[src/design/bips_pkg.sv]
// Shared types, constants and helper functions of the interval poll scheduler.
// Used by the channel interfaces, the controller, the datapath and the top level.
package bips_pkg;

	localparam int SLOTS       = 16;
	localparam int GROUPS      = 16;
	localparam int MAX_RESULTS = 16;

	localparam int SLOT_W   = (SLOTS > 1) ? $clog2(SLOTS) : 1;
	localparam int GRP_W    = $clog2(GROUPS);
	localparam int NFIRE_W  = $clog2(MAX_RESULTS + 1);
	localparam int MODE_W   = 2;
	localparam int INTV_W   = 31;
	localparam int HANDLE_W = 4;
	localparam int STATUS_W = 2;
	localparam int PERIOD_W = 16;

	typedef enum logic [MODE_W-1:0] {
		MODE_TICK,
		MODE_ADD,
		MODE_CHANGE,
		MODE_DELETE
	} mode_t;

	typedef enum logic [STATUS_W-1:0] {
		ST_FIRED,
		ST_DONE,
		ST_FULL,
		ST_UNUSED
	} status_t;

	typedef struct packed {
		logic idle;
		logic advance;
		logic decode;
		logic walk_clr;
		logic fire;
		logic flush;
		logic reeval;
		logic set_step;
		logic respond;
	} bips_cmd_t;

	typedef struct packed {
		logic  req_valid;
		mode_t mode;
		logic  any_used;
		logic  go;
		logic  walk_last;
		logic  stall;
		logic  hold_v;
		logic  out_free;
	} bips_sts_t;

	function automatic logic [GRP_W-1:0] group_of(input logic [INTV_W-1:0] v);
		int g;
		g = 0;
		for (int i = 1; i < INTV_W; i++) begin
			if (v[i]) begin
				g = i;
			end
		end
		if (g > GROUPS - 1) begin
			g = GROUPS - 1;
		end
		return GRP_W'(g);
	endfunction

	function automatic logic [PERIOD_W-1:0] period_of(input logic [GRP_W-1:0] g);
		return PERIOD_W'(1) << g;
	endfunction

endpackage

[src/design/bips_if.sv]
// Valid/ready channel interfaces for request and result items.
// Depends on bips_pkg for field widths.
interface bips_req_if;
	import bips_pkg::*;
	logic                valid;
	logic                ready;
	logic [MODE_W-1:0]   mode;
	logic [INTV_W-1:0]   interval;
	logic [HANDLE_W-1:0] handle;

	modport source (output valid, output mode, output interval, output handle, input ready);
	modport sink (input valid, input mode, input interval, input handle, output ready);
endinterface

interface bips_rsp_if;
	import bips_pkg::*;
	logic                valid;
	logic                ready;
	logic [STATUS_W-1:0] status;
	logic [HANDLE_W-1:0] handle_out;
	logic [PERIOD_W-1:0] interval_out;
	logic                last;

	modport source (output valid, output status, output handle_out, output interval_out,
		output last, input ready);
	modport sink (input valid, input status, input handle_out, input interval_out,
		input last, output ready);
endinterface

[src/design/binary_interval_poll_scheduler_unit.sv]
// Top level of the binary interval poll scheduler: controller plus datapath.
// Tick: decode, then the one-slot-per-cycle fire walk, which stalls while the output register
// is busy, then a flush of the held firing; a tick on an empty table ends after decode.
// Add, change, delete: decode, slot walk, step update, result; a refused one skips walk and step.
// One request in flight at a time; a held result never blocks accepting the next request.
// Reset clears slot use, group counters, step and handshake state at once.
module binary_interval_poll_scheduler_unit (
	input logic        clk,
	input logic        arst_n,
	bips_req_if.sink   req,
	bips_rsp_if.source rsp
);
	import bips_pkg::*;

	bips_cmd_t cmd;
	bips_sts_t sts;

	bips_ctrl u_ctrl (
		.clk    (clk),
		.arst_n (arst_n),
		.sts    (sts),
		.cmd    (cmd)
	);

	bips_dp u_dp (
		.clk    (clk),
		.arst_n (arst_n),
		.cmd    (cmd),
		.sts    (sts),
		.req    (req),
		.rsp    (rsp)
	);

endmodule

[src/design/bips_ctrl.sv]
// Controller state machine of the poll scheduler: sequences decode, slot walks and results.
// Depends on bips_pkg; drives the datapath bips_dp through command and status structs.
module bips_ctrl (
	input  logic                 clk,
	input  logic                 arst_n,
	input  bips_pkg::bips_sts_t  sts,
	output bips_pkg::bips_cmd_t  cmd
);
	import bips_pkg::*;

	typedef enum logic [2:0] {
		S_IDLE,
		S_DECODE,
		S_FIRE,
		S_FLUSH,
		S_REEVAL,
		S_SETSTEP,
		S_RESP
	} state_t;

	state_t state_q;

	always_comb begin
		cmd = '0;
		unique case (state_q)
			S_IDLE: begin
				cmd.idle = 1'b1;
			end
			S_DECODE: begin
				if (sts.mode == MODE_TICK) begin
					cmd.advance  = sts.any_used;
					cmd.walk_clr = sts.any_used;
				end else begin
					cmd.decode   = 1'b1;
					cmd.walk_clr = sts.go;
				end
			end
			S_FIRE: begin
				cmd.fire = !sts.stall;
			end
			S_FLUSH: begin
				cmd.flush = sts.hold_v && sts.out_free;
			end
			S_REEVAL: begin
				cmd.reeval = 1'b1;
			end
			S_SETSTEP: begin
				cmd.set_step = 1'b1;
			end
			S_RESP: begin
				cmd.respond = sts.out_free;
			end
			default: begin
			end
		endcase
	end

	always_ff @(posedge clk or negedge arst_n) begin
		if (!arst_n) begin
			state_q <= S_IDLE;
		end else begin
			unique case (state_q)
				S_IDLE: begin
					if (sts.req_valid) begin
						state_q <= S_DECODE;
					end
				end
				S_DECODE: begin
					if (sts.mode == MODE_TICK) begin
						state_q <= sts.any_used ? S_FIRE : S_IDLE;
					end else begin
						state_q <= sts.go ? S_REEVAL : S_RESP;
					end
				end
				S_FIRE: begin
					if (!sts.stall && sts.walk_last) begin
						state_q <= S_FLUSH;
					end
				end
				S_FLUSH: begin
					if (!sts.hold_v || sts.out_free) begin
						state_q <= S_IDLE;
					end
				end
				S_REEVAL: begin
					if (sts.walk_last) begin
						state_q <= S_SETSTEP;
					end
				end
				S_SETSTEP: begin
					state_q <= S_RESP;
				end
				S_RESP: begin
					if (sts.out_free) begin
						state_q <= S_IDLE;
					end
				end
				default: begin
					state_q <= S_IDLE;
				end
			endcase
		end
	end

`ifndef NO_ASSERTIONS
	a_emit_when_free: assert property (@(posedge clk) disable iff (!arst_n)
		(cmd.respond || cmd.flush) |-> sts.out_free)
		else $error("result loaded while output register busy");
	a_fire_no_stall: assert property (@(posedge clk) disable iff (!arst_n)
		cmd.fire |-> !sts.stall)
		else $error("walk advanced over a stalled firing");
	a_empty_tick: assert property (@(posedge clk) disable iff (!arst_n)
		(state_q == S_DECODE && sts.mode == MODE_TICK && !sts.any_used) |=> state_q == S_IDLE)
		else $error("tick on empty table not dropped");
`endif

endmodule

[src/design/bips_dp.sv]
// Datapath of the poll scheduler: slot table, group counters, step, walk index and result register.
// Depends on bips_pkg and the bips_req_if / bips_rsp_if channels; commanded by bips_ctrl.
module bips_dp (
	input  logic                 clk,
	input  logic                 arst_n,
	input  bips_pkg::bips_cmd_t  cmd,
	output bips_pkg::bips_sts_t  sts,
	bips_req_if.sink             req,
	bips_rsp_if.source           rsp
);
	import bips_pkg::*;

	logic [SLOTS-1:0]    used_q;
	logic [GRP_W-1:0]    grp_q [SLOTS];
	logic [PERIOD_W-1:0] cnt_q [GROUPS];
	logic [PERIOD_W-1:0] cnt_next [GROUPS];
	logic [PERIOD_W-1:0] step_q;

	mode_t               mode_q;
	logic [GRP_W-1:0]    newgrp_q;
	logic [HANDLE_W-1:0] handle_q;
	logic [SLOT_W-1:0]   idx_q;
	logic                full_q;
	logic                ok_q;
	logic [GRP_W:0]      min_q;

	logic                hold_v_q;
	logic [NFIRE_W-1:0]  nfire_q;
	logic [SLOT_W-1:0]   hold_idx_q;
	logic [GRP_W-1:0]    hold_grp_q;

	status_t             res_status_q;
	logic [HANDLE_W-1:0] res_handle_q;
	logic [PERIOD_W-1:0] res_intv_q;

	logic                rsp_valid_q;
	status_t             rsp_status_q;
	logic [HANDLE_W-1:0] rsp_handle_q;
	logic [PERIOD_W-1:0] rsp_intv_q;
	logic                rsp_last_q;

	logic                accept;
	logic                full;
	logic [SLOT_W-1:0]   free_idx;
	logic [SLOT_W-1:0]   handle_idx;
	logic                handle_in;
	logic [GRP_W-1:0]    cur_grp;
	logic                cur_used;
	logic [PERIOD_W-1:0] cur_cnt;
	logic                hit;
	logic                out_free;
	logic                go;
	logic                rsp_load;

	assign accept     = cmd.idle && req.valid;
	assign req.ready  = cmd.idle;
	assign handle_idx = SLOT_W'(req.handle);
	assign handle_in  = int'(req.handle) < SLOTS;
	assign cur_grp    = grp_q[idx_q];
	assign cur_used   = used_q[idx_q];
	assign cur_cnt    = cnt_q[cur_grp];
	assign hit        = cur_used && (cur_cnt == '0) && (nfire_q < NFIRE_W'(MAX_RESULTS));
	assign out_free   = !rsp_valid_q || rsp.ready;
	assign go         = (mode_q == MODE_ADD) ? !full_q : ok_q;
	assign rsp_load   = (cmd.fire && hit && hold_v_q) || cmd.flush || cmd.respond;

	always_comb begin
		full     = 1'b1;
		free_idx = '0;
		for (int i = SLOTS - 1; i >= 0; i--) begin
			if (!used_q[i]) begin
				full     = 1'b0;
				free_idx = SLOT_W'(i);
			end
		end
	end

	always_comb begin
		logic [PERIOD_W:0] sum;
		for (int i = 0; i < GROUPS; i++) begin
			sum = {1'b0, cnt_q[i]} + {1'b0, step_q};
			if (sum >= {1'b0, period_of(GRP_W'(i))}) begin
				cnt_next[i] = '0;
			end else begin
				cnt_next[i] = sum[PERIOD_W-1:0];
			end
		end
	end

	always_comb begin
		sts.req_valid = req.valid;
		sts.mode      = mode_q;
		sts.any_used  = |used_q;
		sts.go        = go;
		sts.walk_last = idx_q == SLOT_W'(SLOTS - 1);
		sts.stall     = hit && hold_v_q && !out_free;
		sts.hold_v    = hold_v_q;
		sts.out_free  = out_free;
	end

	always_ff @(posedge clk or negedge arst_n) begin
		if (!arst_n) begin
			used_q      <= '0;
			step_q      <= '0;
			rsp_valid_q <= 1'b0;
			hold_v_q    <= 1'b0;
			nfire_q     <= '0;
			for (int i = 0; i < GROUPS; i++) begin
				cnt_q[i] <= '0;
			end
		end else begin
			if (rsp_load) begin
				rsp_valid_q <= 1'b1;
			end else if (rsp.ready) begin
				rsp_valid_q <= 1'b0;
			end
			if (cmd.decode && go) begin
				unique case (mode_q)
					MODE_ADD:    used_q[idx_q] <= 1'b1;
					MODE_DELETE: used_q[idx_q] <= 1'b0;
					MODE_TICK, MODE_CHANGE: begin
					end
				endcase
			end
			if (cmd.advance) begin
				for (int i = 0; i < GROUPS; i++) begin
					cnt_q[i] <= cnt_next[i];
				end
			end
			if (cmd.set_step && (min_q < (GRP_W + 1)'(GROUPS))) begin
				step_q <= period_of(min_q[GRP_W-1:0]);
			end
			if (cmd.walk_clr) begin
				hold_v_q <= 1'b0;
				nfire_q  <= '0;
			end
			if (cmd.fire && hit) begin
				hold_v_q <= 1'b1;
				nfire_q  <= nfire_q + NFIRE_W'(1);
			end
			if (cmd.flush) begin
				hold_v_q <= 1'b0;
			end
		end
	end

	always_ff @(posedge clk) begin
		if (accept) begin
			mode_q   <= mode_t'(req.mode);
			newgrp_q <= group_of(req.interval);
			handle_q <= req.handle;
			idx_q    <= (mode_t'(req.mode) == MODE_ADD) ? free_idx : handle_idx;
			full_q   <= full;
			ok_q     <= handle_in && used_q[handle_idx];
		end
		if (cmd.decode) begin
			if (go && (mode_q == MODE_ADD || mode_q == MODE_CHANGE)) begin
				grp_q[idx_q] <= newgrp_q;
			end
			unique case (mode_q)
				MODE_ADD: begin
					res_status_q <= full_q ? ST_FULL : ST_DONE;
					res_handle_q <= full_q ? '0 : HANDLE_W'(idx_q);
					res_intv_q   <= full_q ? '0 : period_of(newgrp_q);
				end
				MODE_CHANGE: begin
					res_status_q <= ok_q ? ST_DONE : ST_UNUSED;
					res_handle_q <= handle_q;
					res_intv_q   <= ok_q ? period_of(newgrp_q) : '0;
				end
				MODE_DELETE: begin
					res_status_q <= ok_q ? ST_DONE : ST_UNUSED;
					res_handle_q <= handle_q;
					res_intv_q   <= ok_q ? period_of(cur_grp) : '0;
				end
				MODE_TICK: begin
				end
			endcase
		end
		if (cmd.walk_clr) begin
			idx_q <= '0;
			min_q <= (GRP_W + 1)'(GROUPS);
		end
		if (cmd.reeval) begin
			if (cur_used && ({1'b0, cur_grp} < min_q)) begin
				min_q <= {1'b0, cur_grp};
			end
			idx_q <= idx_q + SLOT_W'(1);
		end
		if (cmd.fire) begin
			idx_q <= idx_q + SLOT_W'(1);
			if (hit) begin
				hold_idx_q <= idx_q;
				hold_grp_q <= cur_grp;
				if (hold_v_q) begin
					rsp_status_q <= ST_FIRED;
					rsp_handle_q <= HANDLE_W'(hold_idx_q);
					rsp_intv_q   <= period_of(hold_grp_q);
					rsp_last_q   <= 1'b0;
				end
			end
		end
		if (cmd.flush) begin
			rsp_status_q <= ST_FIRED;
			rsp_handle_q <= HANDLE_W'(hold_idx_q);
			rsp_intv_q   <= period_of(hold_grp_q);
			rsp_last_q   <= 1'b1;
		end
		if (cmd.respond) begin
			rsp_status_q <= res_status_q;
			rsp_handle_q <= res_handle_q;
			rsp_intv_q   <= res_intv_q;
			rsp_last_q   <= 1'b1;
		end
	end

	assign rsp.valid        = rsp_valid_q;
	assign rsp.status       = rsp_status_q;
	assign rsp.handle_out   = rsp_handle_q;
	assign rsp.interval_out = rsp_intv_q;
	assign rsp.last         = rsp_last_q;

`ifndef NO_ASSERTIONS
	a_hold_counted: assert property (@(posedge clk) disable iff (!arst_n)
		hold_v_q |-> nfire_q != '0)
		else $error("held firing not counted");
	a_step_pow2: assert property (@(posedge clk) disable iff (!arst_n)
		(cmd.set_step && (min_q < (GRP_W + 1)'(GROUPS))) |=> $onehot(step_q))
		else $error("step is not a power of two");
	a_group0_zero: assert property (@(posedge clk) disable iff (!arst_n)
		cmd.advance |=> cnt_q[0] == '0)
		else $error("unit period counter not at zero after tick");
`endif

endmodule
[src/flat_wrapper.sv]
// flat-port wrapper written by rule: the top's interface ports become plain ports
module binary_interval_poll_scheduler_unit_flat import bips_pkg::*;
  (clk, arst_n, req_valid, req_mode, req_interval, req_handle, req_ready, rsp_valid, rsp_status, rsp_handle_out, rsp_interval_out, rsp_last, rsp_ready);
  bips_req_if req_i ();
  bips_rsp_if rsp_i ();
  input logic clk;
  input logic arst_n;
  input wire logic [$bits(req_i.valid)-1:0] req_valid;
  input wire logic [$bits(req_i.mode)-1:0] req_mode;
  input wire logic [$bits(req_i.interval)-1:0] req_interval;
  input wire logic [$bits(req_i.handle)-1:0] req_handle;
  output wire logic [$bits(req_i.ready)-1:0] req_ready;
  output wire logic [$bits(rsp_i.valid)-1:0] rsp_valid;
  output wire logic [$bits(rsp_i.status)-1:0] rsp_status;
  output wire logic [$bits(rsp_i.handle_out)-1:0] rsp_handle_out;
  output wire logic [$bits(rsp_i.interval_out)-1:0] rsp_interval_out;
  output wire logic [$bits(rsp_i.last)-1:0] rsp_last;
  input wire logic [$bits(rsp_i.ready)-1:0] rsp_ready;
  assign req_i.valid = req_valid;
  assign req_i.mode = req_mode;
  assign req_i.interval = req_interval;
  assign req_i.handle = req_handle;
  assign req_ready = req_i.ready;
  assign rsp_valid = rsp_i.valid;
  assign rsp_status = rsp_i.status;
  assign rsp_handle_out = rsp_i.handle_out;
  assign rsp_interval_out = rsp_i.interval_out;
  assign rsp_last = rsp_i.last;
  assign rsp_i.ready = rsp_ready;
  binary_interval_poll_scheduler_unit u_core (.clk(clk), .arst_n(arst_n), .req(req_i), .rsp(rsp_i));
endmodule
[config.mk]
export PLATFORM = sky130hd
export DESIGN_NAME = binary_interval_poll_scheduler_unit_flat
export DESIGN_NICKNAME = d
export VERILOG_FILES = /design/src/design/bips_pkg.sv /design/src/design/bips_if.sv /design/src/design/binary_interval_poll_scheduler_unit.sv /design/src/design/bips_ctrl.sv /design/src/design/bips_dp.sv /design/src/flat_wrapper.sv
export SDC_FILE = /design/constraint.sdc
export NUM_CORES = 1
export LEC_CHECK = 0
export ABC_AREA = 1
export BUFFER_PORTS_ARGS = -buffer_cell sky130_fd_sc_hd__buf_4
export CORE_UTILIZATION = 55
export DETAILED_ROUTE_END_ITERATION = 6
export GPL_TIMING_DRIVEN = 0
export HOLD_SLACK_MARGIN = 0.05
export PLACE_DENSITY = 0.72
export SLEW_MARGIN = 20
export SYNTH_ARGS = -nofsm -noshare
export SYNTH_HDL_FRONTEND = slang
export SYNTH_SLANG_ARGS = --single-unit
[constraint.sdc]
create_clock -name clk -period 5.8 [get_ports clk]
set_input_delay 0.58 -clock clk [delete_from_list [all_inputs] [get_ports clk]]
set_output_delay 0.58 -clock clk [all_outputs]
set_load 0.02 [all_outputs]
==> impl_metrics.env <==
export IMPL_synth_net_count=3928
export IMPL_worstPathMaxFanout=22
export IMPL_max_slew_margin_pct=16.5
export IMPL_finalCoreUtilization_pct=61.8
export IMPL_grt_max_degree=81
export IMPL_worst_endpoint_required_ps=6020
export IMPL_stdcell_area_um2=32500
export IMPL_detail_route_first_pass_iterations=5
export IMPL_clock_sinks=440
export IMPL_number_of_slew_limit_violations_in_the_final_report=0
export IMPL_grt_remaining_overflow=0
export IMPL_wl_met3_mm=5.52
export IMPL_postSynth_topFlopCell="dfrtp_1"
export IMPL_maxCapViolCount=0
export IMPL_grt_pass1_wl_mm=126
export IMPL_cellLeakagePower_uw=0.0156
export IMPL_clk_transition_reported_paths_ps=70
export IMPL_layout_common_cells="626 x nand2_1, 495 x inv_1, 346 x nor2_1, 286 x dfrtp_1, 284 x a21oi_1"
export IMPL_tritoncts="yes"
export IMPL_clock_buffer_depth=3
export IMPL_post_cts_buffers=0
export IMPL_insertion_delay_ps=620
export IMPL_dieWidth_um=233
export IMPL_via_count=25400
export IMPL_worst_hold_path_type="in -> reg"
export IMPL_diode_insertion_count_for_antenna_repair=0
export IMPL_synthesis_area_per_instance_um2=8.07
export IMPL_rr_worst_depth=12
export IMPL_num_nets_final=4052
export IMPL_final_min_period_over_clock_period_pct=73.2
export IMPL_timing_final_crit_period_ps=4240
export IMPL_routabilityCongestion=0.926
export IMPL_worst_endpoint_arrival_ps=4460
export IMPL_detail_route_wirelength_met1_mm=35.3
export IMPL_final_hold_viol_count=0
export IMPL_floorplan_initialDensity_pct=55.6
export IMPL_route_detailed_wl_per_inst_um=17.6
export IMPL_hold_start="req_handle[0]"
export IMPL_crit_path_end_kind="flip-flop"
export IMPL_antenna_found_initial=0
export IMPL_die_area_um2=54100
export IMPL_rows=84
export IMPL_crit_type="reg -> reg"
export IMPL_status="complete, no violations"
export IMPL_drt_first_iter_violations=1988
export IMPL_routed_via_count_divided_by_cell_count=5.69
export IMPL_transition_at_the_pin_with_the_smallest_max_transition_slack_ps=1250
export IMPL_grt_setup_unrepaired="false"
export IMPL_grt_total_usage_pct=29.7
export IMPL_min_delay_path_depth=1
export IMPL_drc_errors=0
export IMPL_power_uw=11600
export IMPL_area_growth_syn_to_layout_pct=11.1
export IMPL_count_of_pins_on_the_block_boundary=66
export IMPL_setup_worst_path_start_class="flip-flop"
export IMPL_seq_area_frac_synth_pct=39.8
export IMPL_synth_edf_count=132
export IMPL_power_dens_cells_nw_per_um2=358
export IMPL_synthCells=3620
export IMPL_r2r_start="u_core.u_dp.cnt_q[145]$_DFFE_PN0P_"
export IMPL_die_y_um=233
export IMPL_synth_lib_cells_used_distinct=69
export IMPL_grt_pass1_vias=24200
export IMPL_cts_inserted_buffers=49
export IMPL_n_fill_cell=4618
export IMPL_multi_input_comb_area_um2=15400
export IMPL_route_met2_wl_mm=35.0
export IMPL_port_buffers=64
export IMPL_layout_commonest_cell="nand2_1"
export IMPL_dp_final_hpwl_mm=56.0
export IMPL_drtAntennaViolNets=0
export IMPL_reg2reg_slack_ps=1560
export IMPL_achievable_clock_frequency_ghz=0.236
export IMPL_netlist_area_um2=29200
export IMPL_final_seq_area_um2=11600
export IMPL_topRoutingLayerUsed="met4"
export IMPL_synth_seq_cells=440
export IMPL_yosys_warnings=0
export IMPL_hold_end="u_core.u_dp.handle_q[0]$_DFFE_PP_"
export IMPL_final_setup_skew_ps=35.5
export IMPL_area_after_dpl_um2=30800
export IMPL_final_setup_viols=0
export IMPL_drt_wl_total_mm=78.8
export IMPL_clk_root_buffer_cell="clkbuf_16"
export IMPL_final_setup_tns_ps=0
export IMPL_htree_num_levels=2
export IMPL_core_region_area_um2=52600
export IMPL_synth_async_sr_flop_share_pct=67.7
export IMPL_drive_above_1_share_pct=6.66
export IMPL_worstReg2RegEnd="u_core.u_dp.rsp.interval_out[12]$_DFFE_PP_"
export IMPL_vdd_drop_max_mv=0.240
how the worst max path moves through the flow:
stage | startpoint | endpoint | slack, ps
5_1_grt | u_core.u_dp.cnt_q[145]$_DFFE_PN0P_ | u_core.u_dp.rsp.interval_out[12]$_DFFE_PP_ | 1270
3_5_place_dp | flip-flop | u_core.u_dp.rsp.interval_out[12]$_DFFE_PP_ | 1620
3_3_place_gp | u_core.u_dp.step_q[1]$_DFFE_PN0P_ | u_core.u_dp.cnt_q[113]$_DFFE_PN0P_ | 780
4_1_cts | flip-flop | u_core.u_dp.rsp.interval_out[12]$_DFFE_PP_ | 1600
6_report | u_core.u_dp.cnt_q[145]$_DFFE_PN0P_ | u_core.u_dp.rsp.interval_out[12]$_DFFE_PP_ | 1560
2_1_floorplan | u_core.u_dp.step_q[1]$_DFFE_PN0P_ | u_core.u_dp.cnt_q[112]$_DFFE_PN0P_ | 2460
where the power goes:
group          leakage [uW]  total [uW]  internal (uW)  switching, uW
registers           0.00542        4230           3680            548
logic               0.00934        4160           1330           2830
clock network      0.000811        3240           1930           1320
total                0.0156       11600           6940           4690
cell usage after synthesis, types with 53 or more instances:
library cell,number,area (um2)
dfrtp_1,298,7460
o21ai_1,62,310
nor2_1,347,1300
nand4_1,80,500
edfxtp_1,132,3960
a21oi_1,284,1420
nand3_1,197,986
nand2_1,626,2350
o21ai_0,208,1040
nor3_1,71,355
clkbuf_1,54,203
xnor2_1,53,464
ha_1,252,3150
xor2_1,87,762
inv_1,496,1860
through the flow:
| step | setup WS [ps] | hold slack, ps | std cells |
|---|---|---|---|
| 2_1_floorplan | 2460 | 284 | 3620 |
| 3_3_place_gp | 784 | 470 | 4372 |
| 3_5_place_dp | 1620 | 480 | 4380 |
| 4_1_cts | 1600 | 123 | 4471 |
| 5_1_grt | 1270 | 132 | 4471 |
| 6_report | 1560 | 148 | 4471 |
cell families (layout without fill, tap and decap cells):
group                    after synthesis  count (layout)  synth area share (%)
buffers and inverters                580             743                  7.71
multiplexers                           8               8                 0.274
XOR/XNOR                             140             140                  4.20
adder cells (fa/ha/maj)              267             267                  11.8
AND/OR/NAND/NOR                     1426            1426                  21.4
AO/OA/AOI/OAI                        759             759                  14.9
flip-flops                           440             440                  39.8
sequential cells by signal, summed over array words and instances, names as in the netlist, 2 cells and up, named ones only:
register and flops:
u_core.u_dp.rsp.status 2, u_core.u_dp.cnt_q 256, u_core.u_dp.step_q 16, u_core.u_dp.nfire_q 5, u_core.u_dp.mode_q 2, u_core.u_dp.min_q 5
u_core.u_dp.newgrp_q 4, u_core.u_dp.grp_q 64, u_core.u_dp.rsp.interval_out 16, u_core.u_dp.handle_q 4, u_core.u_dp.res_intv_q 16, u_core.u_dp.idx_q 4
u_core.u_dp.hold_grp_q 4, u_core.u_dp.res_handle_q 4, u_core.u_dp.rsp.handle_out 4, u_core.u_ctrl.state_q 3, u_core.u_dp.hold_idx_q 4, u_core.u_dp.res_status_q 2
per-layer routing:
layer / vias to the layer above / GRT usage [%]
li1: 12600 / -
met1: 11900 / 40.8
met2: 783 / 47.1
met3: 168 / 4.94
met4: 0 / 10.8
met5: - / 0
worst max-delay path: stages, from the launching register on:
cell     delay, ps
dfrtp_1        390
inv_1          130
nand4_1        100
nor4_1         920
nor2_1         110
nor3_1         450
nand2_1        220
nand3_2        140
and3_1         170
nand3_2         80
inv_2          270
nand2_1        130
nand2_1        740
area by class of cell:
type / instances / share of cell area (%)
clock buffer: 65 / 4.18
buffer: 74 / 1.09
sequential: 440 / 35.8
timing repair buffer: 73 / 2.12
multi-input combinational: 2600 / 47.3
inverter: 506 / 5.85
clock inverter: 25 / 0.998
tap: 688 / 2.65
what timing repair did:
action	CTS	global route
hold buffers	1	0
hold endpoints to repair	71	0
resized for setup	0	0
endpoints found under the setup margin	0	0
(Power assumes the default switching activity.)
